## src/rtl/core/ldsc_pkg.sv

```systemverilog
// ldsc_pkg: types, codes and constants shared by the LED dimmer sleep controller.
// No dependencies; imported by ldsc_step and led_dimmer_sleep_controller_top.
`default_nettype none

package ldsc_pkg;

  // Width of the press timer and the store countdown
  localparam int TIMER_W = 16;
  localparam logic [31:0] TIMER_MAX = 32'hFFFF_FFFF >> (32 - TIMER_W);

  localparam int CFG_IDX_W = 3;
  localparam int CFG_DATA_W = 16;

  // Input transaction kinds
  localparam logic [1:0] KIND_TICK   = 2'd0;
  localparam logic [1:0] KIND_STEP   = 2'd1;
  localparam logic [1:0] KIND_SWITCH = 2'd2;

  // Switch levels
  localparam logic SW_PRESSED  = 1'b0;

  // Configuration register indexes
  localparam logic [CFG_IDX_W-1:0] CFG_MAX_LEVEL   = 3'd0;
  localparam logic [CFG_IDX_W-1:0] CFG_MIN_LEVEL   = 3'd1;
  localparam logic [CFG_IDX_W-1:0] CFG_TURBO       = 3'd2;
  localparam logic [CFG_IDX_W-1:0] CFG_DEBOUNCE    = 3'd3;
  localparam logic [CFG_IDX_W-1:0] CFG_WAKE_FLOOR  = 3'd4;
  localparam logic [CFG_IDX_W-1:0] CFG_STORE_DELAY = 3'd5;
  localparam logic [CFG_IDX_W-1:0] CFG_START_LEVEL = 3'd6;

  // Register reset values
  localparam logic [7:0]  RST_MAX_LEVEL   = 8'd255;
  localparam logic [7:0]  RST_MIN_LEVEL   = 8'd0;
  localparam logic [8:0]  RST_TURBO       = 9'd128;
  localparam logic [15:0] RST_DEBOUNCE    = 16'd50;
  localparam logic [7:0]  RST_WAKE_FLOOR  = 8'd10;
  localparam logic [15:0] RST_STORE_DELAY = 16'd3500;
  localparam logic [7:0]  RST_START_LEVEL = 8'd128;

  // Level after reset: the larger of start level and wake floor
  localparam logic [7:0] RST_LEVEL =
      (RST_START_LEVEL < RST_WAKE_FLOOR) ? RST_WAKE_FLOOR : RST_START_LEVEL;

  typedef enum logic [1:0] {
    MODE_AWAKE  = 2'd0,
    MODE_ASLEEP = 2'd1,
    MODE_WAKING = 2'd2
  } mode_t;

  typedef struct packed {
    logic [7:0]  max_level;
    logic [7:0]  min_level;
    logic [8:0]  turbo_threshold;
    logic [15:0] debounce_time;
    logic [7:0]  wake_floor_level;
    logic [15:0] store_delay_ms;
  } cfg_t;

  typedef struct packed {
    mode_t              mode;
    logic [7:0]         level;
    logic               press_active;
    logic [TIMER_W-1:0] press_elapsed;
    logic               release_ok;
    logic               store_pending;
    logic [TIMER_W-1:0] store_countdown;
  } state_t;

  typedef struct packed {
    logic [7:0] main_duty;
    logic       boost_enable;
    logic [7:0] boost_duty;
    logic       asleep;
    logic       store_strobe;
    logic [7:0] store_value;
  } res_t;

  // Store delay loaded into the countdown, saturated to the timer range
  function automatic logic [TIMER_W-1:0] load_delay(input logic [15:0] delay);
    logic [31:0] t;
    t = (32'(delay) > TIMER_MAX) ? TIMER_MAX : 32'(delay);
    return t[TIMER_W-1:0];
  endfunction

  localparam logic [TIMER_W-1:0] RST_COUNTDOWN =
      TIMER_W'((32'(RST_STORE_DELAY) > TIMER_MAX) ? TIMER_MAX : 32'(RST_STORE_DELAY));

endpackage

`default_nettype wire

```

## src/rtl/core/ldsc_step.sv

```systemverilog
// ldsc_step: next-state and result logic for one transaction of the dimmer.
// Depends on ldsc_pkg for the state, configuration and result types.
`default_nettype none

module ldsc_step (
  input  ldsc_pkg::cfg_t     cfg,
  input  ldsc_pkg::state_t   st,
  input  logic [1:0]         kind,
  input  logic signed [7:0]  steps,
  input  logic               switch_level,
  output ldsc_pkg::state_t   st_nxt,
  output ldsc_pkg::res_t     res
);
  import ldsc_pkg::*;

  logic              strobe;
  logic signed [9:0] pos;
  logic [7:0]        nv;
  logic              long_press;
  logic              sleeping;
  logic              boost;

  always_comb begin
    st_nxt     = st;
    strobe     = 1'b0;
    pos        = $signed({2'b00, st.level}) + 10'(steps);
    long_press = st.press_active && (32'(st.press_elapsed) > 32'(cfg.debounce_time));

    // Clamp: above max takes max, below zero takes min
    if (pos > $signed({2'b00, cfg.max_level})) begin
      nv = cfg.max_level;
    end else if (pos[9]) begin
      nv = cfg.min_level;
    end else begin
      nv = pos[7:0];
    end

    unique case (kind)
      KIND_TICK: begin
        if (st.press_active && (32'(st.press_elapsed) < TIMER_MAX)) begin
          st_nxt.press_elapsed = st.press_elapsed + 1'b1;
        end
        if (st.mode == MODE_AWAKE && st.store_pending) begin
          if (st.store_countdown == '0) begin
            st_nxt.store_pending = 1'b0;
            strobe               = 1'b1;
          end else begin
            st_nxt.store_countdown = st.store_countdown - 1'b1;
          end
        end
      end
      KIND_STEP: begin
        if (st.mode == MODE_AWAKE && nv != st.level) begin
          st_nxt.level           = nv;
          st_nxt.store_pending   = 1'b1;
          st_nxt.store_countdown = load_delay(cfg.store_delay_ms);
        end
      end
      KIND_SWITCH: begin
        unique case (st.mode)
          MODE_AWAKE: begin
            if (switch_level == SW_PRESSED) begin
              st_nxt.press_active  = 1'b1;
              st_nxt.press_elapsed = '0;
            end else if (long_press) begin
              st_nxt.press_active  = 1'b0;
              st_nxt.press_elapsed = '0;
              st_nxt.store_pending = 1'b0;
              strobe               = 1'b1;
              st_nxt.mode          = MODE_ASLEEP;
            end
          end
          MODE_ASLEEP: begin
            if (switch_level == SW_PRESSED) begin
              if (st.level < cfg.wake_floor_level) begin
                st_nxt.level = cfg.wake_floor_level;
              end
              st_nxt.press_active  = 1'b0;
              st_nxt.press_elapsed = '0;
              st_nxt.release_ok    = 1'b1;
              st_nxt.mode          = MODE_WAKING;
            end
          end
          MODE_WAKING: begin
            if (switch_level == SW_PRESSED) begin
              st_nxt.press_active  = 1'b1;
              st_nxt.press_elapsed = '0;
              st_nxt.release_ok    = 1'b0;
            end else begin
              if (long_press) begin
                st_nxt.press_active  = 1'b0;
                st_nxt.press_elapsed = '0;
                st_nxt.release_ok    = 1'b1;
              end
              if (long_press || st.release_ok) begin
                st_nxt.press_active    = 1'b0;
                st_nxt.press_elapsed   = '0;
                st_nxt.mode            = MODE_AWAKE;
                st_nxt.store_pending   = 1'b1;
                st_nxt.store_countdown = load_delay(cfg.store_delay_ms);
              end
            end
          end
          default: begin
          end
        endcase
      end
      default: begin
      end
    endcase

    // Result reflects the state after this transaction
    sleeping         = (st_nxt.mode == MODE_ASLEEP);
    boost            = !sleeping && ({1'b0, st_nxt.level} >= cfg.turbo_threshold);
    res.main_duty    = sleeping ? 8'd0 : st_nxt.level;
    res.boost_enable = boost;
    res.boost_duty   = boost ? st_nxt.level : 8'd0;
    res.asleep       = sleeping;
    res.store_strobe = strobe;
    res.store_value  = strobe ? st_nxt.level : 8'd0;
  end

endmodule

`default_nettype wire

```

## src/rtl/core/led_dimmer_sleep_controller_top.sv

```systemverilog
// led_dimmer_sleep_controller_top: LED dimmer with encoder, press-to-sleep and store strobe.
// Depends on ldsc_pkg and ldsc_step.
//
//   channel  direction  handshake            payload
//   in_      input      in_valid/in_ready    kind, steps, switch_level
//   out_     output     out_valid/out_ready  duties, boost, asleep, store strobe/value
//   cfg_     input      cfg_wr_en            cfg_index, cfg_data (write only)
//
// One transaction per cycle sustained while out_ready holds high; from acceptance each one
// passes the input register, then the result register. The state update for a transaction
// happens as it moves from the input register into the result register.
// Reset (rst_n low, synchronous) restores the register defaults and the power-on state.
// A stalled result register holds; the input register still accepts while it is empty.
`default_nettype none

module led_dimmer_sleep_controller_top (
  input  logic                                clk,
  input  logic                                rst_n,
  input  logic                                in_valid,
  output logic                                in_ready,
  input  logic [1:0]                          in_kind,
  input  logic signed [7:0]                   in_steps,
  input  logic                                in_switch_level,
  output logic                                out_valid,
  input  logic                                out_ready,
  output logic [7:0]                          out_main_duty,
  output logic                                out_boost_enable,
  output logic [7:0]                          out_boost_duty,
  output logic                                out_asleep,
  output logic                                out_store_strobe,
  output logic [7:0]                          out_store_value,
  input  logic                                cfg_wr_en,
  input  logic [ldsc_pkg::CFG_IDX_W-1:0]      cfg_index,
  input  logic [ldsc_pkg::CFG_DATA_W-1:0]     cfg_data
);
  import ldsc_pkg::*;

  // Configuration registers. start_level only matters at reset, where it is
  // restored to its default anyway, so writes to it are taken and dropped.
  cfg_t   cfg_r;

  // Input register
  logic              s1_valid_r;
  logic [1:0]        s1_kind_r;
  logic signed [7:0] s1_steps_r;
  logic              s1_sw_r;

  // Lamp state
  state_t st_r;
  state_t st_nxt;
  res_t   res_nxt;

  // Result register
  logic   out_valid_r;
  res_t   out_r;

  logic   out_free;
  logic   s1_adv;

  assign out_free = !out_valid_r || out_ready;
  assign s1_adv   = s1_valid_r && out_free;
  assign in_ready = !s1_valid_r || s1_adv;

  ldsc_step u_step (
    .cfg          (cfg_r),
    .st           (st_r),
    .kind         (s1_kind_r),
    .steps        (s1_steps_r),
    .switch_level (s1_sw_r),
    .st_nxt       (st_nxt),
    .res          (res_nxt)
  );

  // Configuration writes
  always_ff @(posedge clk) begin
    if (!rst_n) begin
      cfg_r.max_level        <= RST_MAX_LEVEL;
      cfg_r.min_level        <= RST_MIN_LEVEL;
      cfg_r.turbo_threshold  <= RST_TURBO;
      cfg_r.debounce_time    <= RST_DEBOUNCE;
      cfg_r.wake_floor_level <= RST_WAKE_FLOOR;
      cfg_r.store_delay_ms   <= RST_STORE_DELAY;
    end else if (cfg_wr_en) begin
      unique case (cfg_index)
        CFG_MAX_LEVEL:   cfg_r.max_level        <= cfg_data[7:0];
        CFG_MIN_LEVEL:   cfg_r.min_level        <= cfg_data[7:0];
        CFG_TURBO:       cfg_r.turbo_threshold  <= cfg_data[8:0];
        CFG_DEBOUNCE:    cfg_r.debounce_time    <= cfg_data[15:0];
        CFG_WAKE_FLOOR:  cfg_r.wake_floor_level <= cfg_data[7:0];
        CFG_STORE_DELAY: cfg_r.store_delay_ms   <= cfg_data[15:0];
        CFG_START_LEVEL: begin
        end
        default: begin
        end
      endcase
    end
  end

  // Input register: load on accept, drop when the transaction advances
  always_ff @(posedge clk) begin
    if (!rst_n) begin
      s1_valid_r <= 1'b0;
    end else if (in_valid && in_ready) begin
      s1_valid_r <= 1'b1;
    end else if (s1_adv) begin
      s1_valid_r <= 1'b0;
    end
  end

  always_ff @(posedge clk) begin
    if (in_valid && in_ready) begin
      s1_kind_r  <= in_kind;
      s1_steps_r <= in_steps;
      s1_sw_r    <= in_switch_level;
    end
  end

  // Lamp state: advance once per transaction
  always_ff @(posedge clk) begin
    if (!rst_n) begin
      st_r.mode            <= MODE_AWAKE;
      st_r.level           <= RST_LEVEL;
      st_r.press_active    <= 1'b0;
      st_r.press_elapsed   <= '0;
      st_r.release_ok      <= 1'b1;
      st_r.store_pending   <= 1'b1;
      st_r.store_countdown <= RST_COUNTDOWN;
    end else if (s1_adv) begin
      st_r <= st_nxt;
    end
  end

  // Result register: hold while stalled
  always_ff @(posedge clk) begin
    if (!rst_n) begin
      out_valid_r <= 1'b0;
    end else if (s1_adv) begin
      out_valid_r <= 1'b1;
    end else if (out_ready) begin
      out_valid_r <= 1'b0;
    end
  end

  always_ff @(posedge clk) begin
    if (s1_adv) begin
      out_r <= res_nxt;
    end
  end

  assign out_valid        = out_valid_r;
  assign out_main_duty    = out_r.main_duty;
  assign out_boost_enable = out_r.boost_enable;
  assign out_boost_duty   = out_r.boost_duty;
  assign out_asleep       = out_r.asleep;
  assign out_store_strobe = out_r.store_strobe;
  assign out_store_value  = out_r.store_value;

`ifndef SYNTHESIS
  // State changes only when a transaction moves through the step logic
  a_state_only_on_advance: assert property (@(posedge clk) disable iff (!rst_n)
    !s1_adv |=> $stable(st_r))
    else $error("lamp state changed without a transaction");

  // Asleep means no press is being timed
  a_asleep_no_press: assert property (@(posedge clk) disable iff (!rst_n)
    (st_r.mode == MODE_ASLEEP) |-> (!st_r.press_active && st_r.press_elapsed == '0))
    else $error("press timer active while asleep");

  // A stalled result is never overwritten
  a_no_overwrite: assert property (@(posedge clk) disable iff (!rst_n)
    (out_valid_r && !out_ready) |-> !s1_adv)
    else $error("result register overwritten while stalled");

  // A sleeping lamp shows no light on either channel
  a_dark_when_asleep: assert property (@(posedge clk) disable iff (!rst_n)
    (out_valid_r && out_r.asleep) |-> (out_r.main_duty == 8'd0 && !out_r.boost_enable))
    else $error("light driven while asleep");
`endif

endmodule

`default_nettype wire

```

## config.mk

```make
export PLATFORM = sky130hd
export DESIGN_NAME = led_dimmer_sleep_controller_top
export DESIGN_NICKNAME = d
export VERILOG_FILES = /design/src/rtl/core/ldsc_pkg.sv /design/src/rtl/core/ldsc_step.sv /design/src/rtl/core/led_dimmer_sleep_controller_top.sv
export SDC_FILE = /design/constraint.sdc
export NUM_CORES = 1
export LEC_CHECK = 0
export ABC_CLOCK_PERIOD_IN_PS = 7200
export BUFFER_PORTS_ARGS = -buffer_cell sky130_fd_sc_hd__buf_2
export CELL_PAD_IN_SITES_DETAIL_PLACEMENT = 1
export CELL_PAD_IN_SITES_GLOBAL_PLACEMENT = 2
export CORE_ASPECT_RATIO = 1.5
export CORE_MARGIN = 2
export CORE_UTILIZATION = 38
export DETAILED_ROUTE_END_ITERATION = 8
export PLACE_DENSITY_LB_ADDON = 0.2
export SLEW_MARGIN = 20
export SYNTH_ARGS = -nofsm -noshare
export SYNTH_HDL_FRONTEND = slang
export SYNTH_SLANG_ARGS = --single-unit
```

## constraint.sdc

```tcl
create_clock -name clk -period 7.2 [get_ports clk]
set_clock_uncertainty 0.1 [all_clocks]
set_input_delay 0.36 -clock clk [delete_from_list [all_inputs] [get_ports clk]]
set_output_delay 0.36 -clock clk [all_outputs]
set_load 0.005 [all_outputs]
```

==> metrics.txt, run 1 <==
run status=complete, no violations; Initial Utilization=38.43%; weighted congestion at the end of routability-driven global placement=between 0.8 and 0.9; required arrival time at the worst endpoint=about 7.3 ns; Period Utilization, post-route=91.84%; simple logic cell fraction of the synthesized area=between 10% and 20%; Fmax achieved=about 150 MHz; Clock Power Share=41.5%; diode count=0; area enclosed by the die boundary=roughly 0.024 mm^2; Detailed Route Iter0 Violations=around 190; Sum Neg Setup Slack=0 ns; Arrival @ worst endpoint=roughly 6.7 ns; clock latency at the later pin of the worst-skew pair=roughly 0.43 ns; P_int=around 1.5 mW; I/O Pins=64; slowest stage cell, crit path=dfxtp_2; wire length of the first global-routing pass=just over 40000 um; post-detailed-route DRC marker count=0; synthesized-area fraction occupied by ao, oa, aoi and oai cells=19.52%; Critical Path Sink Type=flop; synthesized netlist cell count=972; layout cells sized above 1=between 10% and 20%; HP Class=primary input to flop; measured slew at the worst slew-check pin=1.112 ns; Place WS=between 0.2 and 0.3 ns; via count=around 7200; height of the die=~190 um; hpwl dp=roughly 19000 um; number of hold violations in the final report=0; maximum number of pins on one net before global-route repair=between 50 and 60; placeable core region=between 0.02 and 0.025 mm^2; total power divided by cell area=between 200 and 250 mW/mm^2; overall die width=~130 um; worst-case setup margin in the final layout=roughly 0.59 ns; time the worst path needs with I/O delays and setup=6.612 ns; clock-pin slew of the registers on the worst-case setup and hold paths=0.06 ns; Seq pwr share=between 40 and 50%; WL per Instance=18.89 um; number of warnings issued by yosys=0; clk sink count=150; number of setup violations in the final report=0; number of enable-type register cells in the synthesized netlist=38; count of nets after finishing=about 1100; arithmetic-cell share of the synthesized area counting full adders, half adders and majority gates=9.061%; switching power total=~0.55 mW; number of H-tree levels=4; distinct cell type count of the synthesized netlist=80; via density per instance=5.395; number of max-slew violations in the final report=0; Port Buffer Count=63; unrepaired setup endpoints after global routing=false; residual overflow from global routing=0; cell area after technology mapping=0.008506 mm^2; final core area utilization=between 40 and 50%; Detailed Routing Iterations Pass 1=4; count of antenna-violating nets left after detailed routing=0; normalized max-slew margin=between 20% and 30%; share of async-settable or async-resettable flops after synthesis=0%; root buf cell=clkbuf_16; delay of the slowest cell on the worst path=between 0.4 and 0.5 ns; Syn-to-layout area delta=14.81%; leakage power summed over all cells=~4.0 nW; synthesized-area fraction occupied by xor and xnor cells=around 3.4%; largest fanout of any net on the critical path=18; maximum buffer depth of the clock tree=2; detailed-route wire length=25110 um; share of power burned in combinational logic=a little over an eighth; worst vdd ir=0.0001577 V; number of buffers created by CTS=17; switch share=around 27%; share of cell area taken by muxes after synthesis=around 3.9%; part of the Yosys area used for sequential elements=39.78%; final cell count without fillers=1329; initial antenna violation count=0; number of max-cap violations=0; Worst Setup Start Kind=flop; post-synthesis register bit count=150; layout filler cell count=between 2000 and 3000; most frequent cells in the layout=155 x nand2_1, 111 x dfxtp_1, 77 x nor2_1; vias in the first global route=7357; dominant combinational cell family by area after synthesis=compound AO/OA/AOI/OAI gates; std cell rows=67; commonest non-fill, non-tap cell in the layout=nand2_1; mean instance size in the synthesized netlist=8.751 um^2; CTS tree=built; Mapped Nets=around 1100; top flip-flop cell by instance count after synthesis=dfxtp_1; Inst Count DP=~1300; gr usage total=between 20% and 30%; critical path type=flop to flop; worst slack on hold paths=0.02074 ns
## what timing repair did
action                     in CTS  in global routing
resized for setup               0                  5
hold endpoints to repair        8                  0
setup endpoints to repair       0                  9
hold buffers                    8                  0
buffers inserted                0                  0
## routing by layer
metal  global-route usage (%)  vias to the layer above  share of wire (%)
li1                         -                     3540                  -
met1                    24.65                     3491                 41
met2                    40.36                       99                 53
met3                    2.946                       40                2.0
met4                    9.172                        0                3.6
met5                        0                        -                  0
## final timing paths
path	slack [ns]	to	from	cells past startpoint
max reg2reg	0.59	out_boost_duty[7]	st_r[35]	30
min	0.02	s1_steps_r[2]	in_steps[2]	1
min reg2reg	0.37	cfg_r[4]	cfg_r[4]	2
max	0.59	out_boost_duty[7]	st_r[35]	30
## flip-flops by register name (all words and copies together), names as in the netlist
register	cells
s1_kind_r	2
out_store_strobe	1
out_boost_duty	8
s1_sw_r	1
out_main_duty	8
out_asleep	1
cfg_r	65
out_boost_enable	1
s1_valid_r	1
st_r	45
out_store_value	8
out_valid	1
s1_steps_r	8
## Yosys cell counts, types with 26 or more instances
cell      count  area (um^2)
nand2_1     155        581.8
dfxtp_1     112         2242
nor2_1       77        289.0
inv_1        74        277.8
ha_1         60        750.7
a21oi_1      42        210.2
edfxtp_1     38         1141
a21boi_0     37        277.8
mux2i_1      28        280.3
o21ai_0      28        140.1
clkbuf_1     27        101.4
o211ai_1     26        195.2
## worst max-delay path, delay by kind of cell, from the launching register on
family / cells / cell delay [ns]
AOI/OAI and AO/OA: 15 / 3.26
and+or+nand+nor: 8 / 0.83
xor gates and xnor gates: 1 / 0.21
DFF: 1 / 0.41
adders and majority gates: 4 / 1.19
buffers and inverters: 2 / 0.33
## stage by stage
step	power, mW	instance area, um^2
after floorplan	1.097	8506
after global placement	1.189	9116
after detailed placement	1.192	9116
after CTS	2.037	9739
after global routing	2.106	9766
final	2.014	9766
## power by group through the flow
| stage | clock network (mW) | registers, mW | logic (mW) |
|---|---|---|---|
| 3_3_place_gp | 0 | 0.928 | 0.260 |
| 5_1_grt | 0.898 | 0.913 | 0.295 |
| 4_1_cts | 0.859 | 0.911 | 0.268 |
| 6_report | 0.837 | 0.910 | 0.267 |
| 2_1_floorplan | 0 | 0.924 | 0.173 |
| 3_5_place_dp | 0 | 0.929 | 0.263 |
## layout make-up
cell class | count | area, um^2 | share of cell area (%)
multi-input cells | 712 | 4718 | 48.32
flip-flops and latches | 150 | 3385 | 34.66
repair buffers | 84 | 493.0 | 5.048
clock buffers | 19 | 432.9 | 4.433
well taps | 276 | 345.3 | 3.536
inverters | 75 | 281.5 | 2.883
clock inverters | 13 | 110.1 | 1.127
## logic make-up (layout without fill, tap and decap cells)
| family | count (synthesis) | after routing |
|---|---|---|
| AND/OR/NAND/NOR | 359 | 359 |
| XOR/XNOR | 32 | 32 |
| multiplexers | 31 | 31 |
| buffers and inverters | 110 | 191 |
| AO/OA/AOI/OAI | 229 | 229 |
| adder cells (fa/ha/maj) | 61 | 61 |
| flip-flops | 150 | 150 |
(Power assumes the default switching activity.)
==> inputs of run 2 (changes only) <==
--- a/config.mk
+++ b/config.mk
@@ -9,7 +9,7 @@
 export BUFFER_PORTS_ARGS = -buffer_cell sky130_fd_sc_hd__buf_2
 export CELL_PAD_IN_SITES_DETAIL_PLACEMENT = 1
 export CELL_PAD_IN_SITES_GLOBAL_PLACEMENT = 2
-export CORE_ASPECT_RATIO = 1.5
+export CORE_ASPECT_RATIO = 0.6
 export CORE_MARGIN = 2
 export CORE_UTILIZATION = 38
 export DETAILED_ROUTE_END_ITERATION = 8
==> metrics.txt, run 2 (synthesis results as in run 1) <==
critical path type=flop to flop (unchanged); Inst Count DP=1303 (was 1289); worst-case setup margin in the final layout=0.4468 ns (was 0.5876 ns); normalized max-slew margin=30.61% (was 25.88%); root buf cell=clkbuf_16 (unchanged); via density per instance=5.359 (was 5.395); run status=complete, no violations (unchanged); initial antenna violation count=1 (was 0); post-CTS repair timing setup buffer count=0 (unchanged); Top Registers=cfg_r (65), st_r (45) (unchanged); Syn-to-layout area delta=15.77% (was 14.81%); count of antenna-violating nets left after detailed routing=0 (unchanged); leakage power summed over all cells=4.084 nW (was 4.039 nW); met3 layer usage reported by global route=5.087% (was 2.946%); vias in the first global route=7129 (was 7357); area enclosed by the die boundary=0.02364 mm^2 (was 0.02362 mm^2); unrepaired setup endpoints after global routing=false (unchanged); measured slew at the worst slew-check pin=1.041 ns (was 1.112 ns); maximum buffer depth of the clock tree=2 (unchanged); I/O Pins=64 (unchanged); worst vdd ir=0.0001815 V (was 0.0001577 V); origin of the worst min-delay path=in_valid (was in_steps[2]); layout cells sized above 1=13.13% (was 12.63%); Detailed Route Iter0 Violations=430 (was 189); residual overflow from global routing=0 (unchanged); post-detailed-route DRC marker count=0 (unchanged); combined area of the multi-input logic cells=0.004726 mm^2 (was 0.004718 mm^2); via count=7213 (was 7170); Critical Path Source=st_r[36] (was st_r[35]); number of H-tree levels=4 (unchanged); wire length of the first global-routing pass=41480 um (was 40310 um); final cell count without fillers=1346 (was 1329); worst slack on hold paths=0.06604 ns (was 0.02074 ns); Port Buffer Count=63 (unchanged); weighted congestion at the end of routability-driven global placement=0.8734 (was 0.8635); required arrival time at the worst endpoint=7.27 ns (was 7.26 ns); Sum Neg Setup Slack=0 ns (unchanged); number of setup violations in the final report=0 (unchanged); number of max-cap violations=0 (unchanged); met2 track demand over resource=30.96% (was 40.36%); most frequent cells in the layout=155 x nand2_1, 112 x dfxtp_1, 77 x nor2_1 (was 155 x nand2_1, 111 x dfxtp_1, 77 x nor2_1); overall die width=197.1 um (was 126.2 um); placed instance area=0.009159 mm^2 (was 0.009116 mm^2); delay of the slowest cell on the worst path=0.52 ns (was 0.41 ns); busiest layer in global routing=met1 (was met2); startpoint of the lowest-slack register-to-register path=st_r[36] (was st_r[35]); maximum number of pins on one net before global-route repair=58 (unchanged); commonest non-fill, non-tap cell in the layout=nand2_1 (unchanged); clk sink count=150 (unchanged); number of buffers created by CTS=17 (unchanged); placeable core region=0.02202 mm^2 (was 0.02213 mm^2); hpwl dp=19370 um (was 18710 um); slowest stage cell, crit path=or4bb_1 (was dfxtp_2); WL per Instance=19.63 um (was 18.89 um); detailed-route wire length=26420 um (was 25110 um); Arrival @ worst endpoint=6.83 ns (was 6.68 ns); largest fanout of any net on the critical path=9 (was 18); layout filler cell count=2609 (was 2649); CTS tree=built (unchanged); Place WS=0.3544 ns (was 0.2553 ns); std cell rows=42 (was 67); clock latency at the later pin of the worst-skew pair=0.44 ns (was 0.43 ns); fin area=0.009847 mm^2 (was 0.009766 mm^2); number of flip-flops under the largest register name=65 (unchanged); Period Utilization, post-route=93.79% (was 91.84%); Sequential cell area=0.003383 mm^2 (was 0.003385 mm^2); clock-pin slew of the registers on the worst-case setup and hold paths=0.07 ns (was 0.06 ns); Initial Utilization=38.63% (was 38.43%); HP Class=primary input to flop (unchanged); Detailed Routing Iterations Pass 1=5 (was 4); time the worst path needs with I/O delays and setup=6.753 ns (was 6.612 ns); total power divided by cell area=209.0 mW/mm^2 (was 206.2 mW/mm^2); height of the die=119.9 um (was 187.2 um); met1 routing resource usage after global routing=37.29% (was 24.65%); Worst Setup Start Kind=flop (unchanged); number of max-slew violations in the final report=0 (unchanged); register name with the most flops=cfg_r (unchanged); count of buffering cells on the critical path with inverters included=1 (was 2); gr usage total=23.23% (was 21.77%); count of nets after finishing=1142 (was 1136); Critical Path Sink Type=flop (unchanged); CP top delay family=compound AO/OA/AOI/OAI gates (unchanged); Fmax achieved=148.1 MHz (was 151.2 MHz); number of hold violations in the final report=0 (unchanged)
==> run 2: timing repair <==
| action | CTS | global route |
|---|---|---|
| resized for setup | 0 | 5 |
| setup endpoints to repair | 0 | 9 |
| endpoints found under the hold margin | 10 | 0 |
| hold buffers | 10 | 0 |
==> run 2: routing by layer <==
layer	vias up	wire, um	share of wire (%)
met4	0	218	0.83
met2	127	10130	38
met5	-	0	0
met1	3511	14690	56
met3	16	1383	5.2
li1	3559	-	-
==> run 2: per-stage QoR <==
stage / total power [mW] / util, %
2_1_floorplan: 1.097 / -
6_report: 2.058 / 44.72
3_5_place_dp: 1.195 / 41.60
4_1_cts: 2.068 / 44.56
3_3_place_gp: 1.192 / 41.60
5_1_grt: 2.140 / 44.71
==> run 2: worst paths after layout <==
path,depth (start not counted),end,slack (ns)
hold reg to reg,2,cfg_r[35],0.37
setup / recovery,28,out_boost_duty[5],0.45
hold / removal,3,s1_valid_r,0.07
setup reg to reg,28,out_boost_duty[5],0.45
==> run 2: power by group <==
part           switching [mW]  internal (mW)
sequential             0.0186          0.892
combinational           0.176          0.103
clock                   0.383          0.486
total                   0.577           1.48
==> run 2: tightest hold or removal path, stage by stage <==
cell     delay [ns]
buf_2          0.09
a21oi_1        0.04
nor2b_1        0.09
==> run 2: area by class of cell <==
cell class                      count  share of cell area (%)
Timing Repair Buffer               90                   5.515
Inverter                           75                   2.859
Clock buffer                       21                   4.587
Antenna cell                        1                 0.02541
Clock inverter                     11                   1.029
Multi-Input combinational cell    712                   47.99
Sequential cell                   150                   34.36
Tap cell                          286                   3.634
==> inputs of run 3 (changes only) <==
--- a/config.mk
+++ b/config.mk
@@ -13,7 +13,7 @@
 export CORE_MARGIN = 2
 export CORE_UTILIZATION = 38
 export DETAILED_ROUTE_END_ITERATION = 8
-export PLACE_DENSITY_LB_ADDON = 0.2
+export PLACE_DENSITY_LB_ADDON = 0.3
 export SLEW_MARGIN = 20
 export SYNTH_ARGS = -nofsm -noshare
 export SYNTH_HDL_FRONTEND = slang
==> metrics.txt, run 3 (synthesis results as in run 1) <==
run status=complete, no violations (unchanged); Sum Neg Setup Slack=0 ns (unchanged); via count=7258 (was 7213); worst vdd ir=0.0001705 V (was 0.0001815 V); number of hold violations in the final report=0 (unchanged); overall die width=197.1 um (unchanged); residual overflow from global routing=0 (unchanged); weighted congestion at the end of routability-driven global placement=0.8528 (was 0.8734); via density per instance=5.392 (was 5.359); CTS tree=built (unchanged); height of the die=119.9 um (unchanged); count of nets after finishing=1142 (unchanged); final cell count without fillers=1346 (unchanged); number of max-slew violations in the final report=0 (unchanged); leakage power summed over all cells=4.094 nW (was 4.084 nW); Syn-to-layout area delta=16.11% (was 15.77%); required arrival time at the worst endpoint=7.27 ns (about the same); Arrival @ worst endpoint=6.69 ns (was 6.83 ns); hpwl dp=19430 um (was 19370 um); post-detailed-route DRC marker count=0 (unchanged); unrepaired setup endpoints after global routing=false (unchanged); Port Buffer Count=63 (unchanged); placeable core region=0.02202 mm^2 (unchanged); wire length of the first global-routing pass=41970 um (was 41480 um); number of setup violations in the final report=0 (unchanged); Critical Path Sink Type=flop (unchanged); Detailed Routing Iterations Pass 1=5 (unchanged); detailed-route wire length=26710 um (was 26420 um); Worst Setup Start Kind=flop (unchanged); Top Registers=cfg_r (65), st_r (45) (unchanged); count of antenna-violating nets left after detailed routing=0 (unchanged); clock latency at the later pin of the worst-skew pair=0.44 ns (about the same); R2R Path End=out_boost_duty[2] (was out_boost_duty[5]); Place WS=0.06862 ns (was 0.3544 ns); HP Class=primary input to flop (unchanged); layout cells sized above 1=13.13% (unchanged); initial antenna violation count=2 (was 1); Period Utilization, post-route=91.95% (was 93.79%); clock-pin slew of the registers on the worst-case setup and hold paths=0.07 ns (about the same); number of buffers created by CTS=17 (unchanged); number of flip-flops under the largest register name=65 (unchanged); hold-critical path endpoint=s1_valid_r (unchanged); number of max-cap violations=0 (unchanged); number of H-tree levels=4 (unchanged); origin of the worst min-delay path=in_valid (unchanged); measured slew at the worst slew-check pin=0.9038 ns (was 1.041 ns); most frequent cells in the layout=155 x nand2_1, 111 x dfxtp_1, 77 x nor2_1 (was 155 x nand2_1, 112 x dfxtp_1, 77 x nor2_1); gr usage total=23.52% (was 23.23%); maximum buffer depth of the clock tree=2 (unchanged); cell count of the worst hold path=3 (unchanged); root buf cell=clkbuf_16 (unchanged); Fmax achieved=151.1 MHz (was 148.1 MHz); delay of the slowest cell on the worst path=0.39 ns (was 0.52 ns); slowest stage cell, crit path=fa_1 (was or4bb_1); I/O Pins=64 (unchanged); clk sink count=150 (unchanged); post-CTS repair timing setup buffer count=0 (unchanged); vias in the first global route=7134 (was 7129); WL per Instance=19.84 um (was 19.63 um); startpoint of the lowest-slack register-to-register path=st_r[35] (was st_r[36]); time the worst path needs with I/O delays and setup=6.620 ns (was 6.753 ns); area enclosed by the die boundary=0.02364 mm^2 (unchanged); Reg2Reg Depth=30 (was 28); std cell rows=42 (unchanged); setup slack, reg-to-reg=0.58 ns (was 0.45 ns); maximum number of pins on one net before global-route repair=55 (was 58); Inst Count DP=1303 (unchanged); register name with the most flops=cfg_r (unchanged); worst-case setup margin in the final layout=0.5798 ns (was 0.4468 ns); critical path type=flop to flop (unchanged); commonest non-fill, non-tap cell in the layout=nand2_1 (unchanged); Detailed Route Iter0 Violations=511 (was 430); Initial Utilization=38.63% (unchanged); total power divided by cell area=212.7 mW/mm^2 (was 209.0 mW/mm^2); largest fanout of any net on the critical path=19 (was 9); normalized max-slew margin=39.52% (was 30.61%)
[run 3: cell type report]
| class | count | area (um^2) |
|---|---|---|
| fill | 2595 | 12140 |
| multi-input combinational | 712 | 4721 |
| sequential | 150 | 3385 |
| timing repair buffer | 90 | 546.8 |
| clock buffer | 18 | 429.2 |
| tap | 286 | 357.8 |
| inverter | 75 | 281.5 |
| clock inverter | 14 | 152.6 |
| antenna | 1 | 2.502 |
[run 3: power breakdown]
group          leakage [nW]  switching [mW]  internal, mW
clock                 0.275           0.400         0.514
sequential             1.28          0.0185         0.892
combinational          2.54           0.175         0.103
total                  4.09           0.593          1.51
[run 3: metal layers]
| layer | GRT usage, % | wire length, um |
|---|---|---|
| met1 | 36.59 | 14410 |
| met2 | 32.62 | 10710 |
| met3 | 5.424 | 1382 |
| met4 | 4.746 | 194 |
| met5 | 0 | 12 |
[run 3: how the worst max path moves through the flow]
stage | from | end | slack, ns | depth (start not counted)
after floorplan | st_r[35] | out_boost_duty[0] | 1.07 | 31
after global placement | st_r[36] | out_boost_duty[7] | 0.62 | 29
after detailed placement | st_r[36] | out_boost_duty[2] | 0.07 | 29
after CTS | st_r[36] | out_boost_duty[2] | 0.07 | 29
after global routing | st_r[35] | out_boost_duty[7] | 0.003 | 30
final | st_r[35] | out_boost_duty[2] | 0.58 | 30
[run 3: critical path: cells and delay by family, from the launching register on]
family / cells / cell delay (ns)
AOI/OAI and AO/OA: 13 / 2.69
buffers and inverters: 2 / 0.28
xor gates and xnor gates: 2 / 0.41
and+or+nand+nor: 8 / 1.10
muxes: 1 / 0.29
DFF: 1 / 0.35
adders and majority gates: 4 / 1.10
[run 3: repair_timing]
action	4_1_cts	5_1_grt
setup endpoints to repair	0	9
hold endpoints to repair	10	0
hold buffers	10	0
gates resized for setup	0	7
[run 3: through the flow]
step                total power [mW]  utilization (%)  area (um^2)  hold slack (ns)
floorplan                      1.097                -         8506           0.3391
global placement               1.188            41.60         9159           0.3540
detailed placement             1.193            41.60         9159           0.3574
CTS                            2.112            44.69         9841          0.05729
global route                   2.182            44.84         9873          0.07098
finish                         2.101            44.85         9876          0.07123
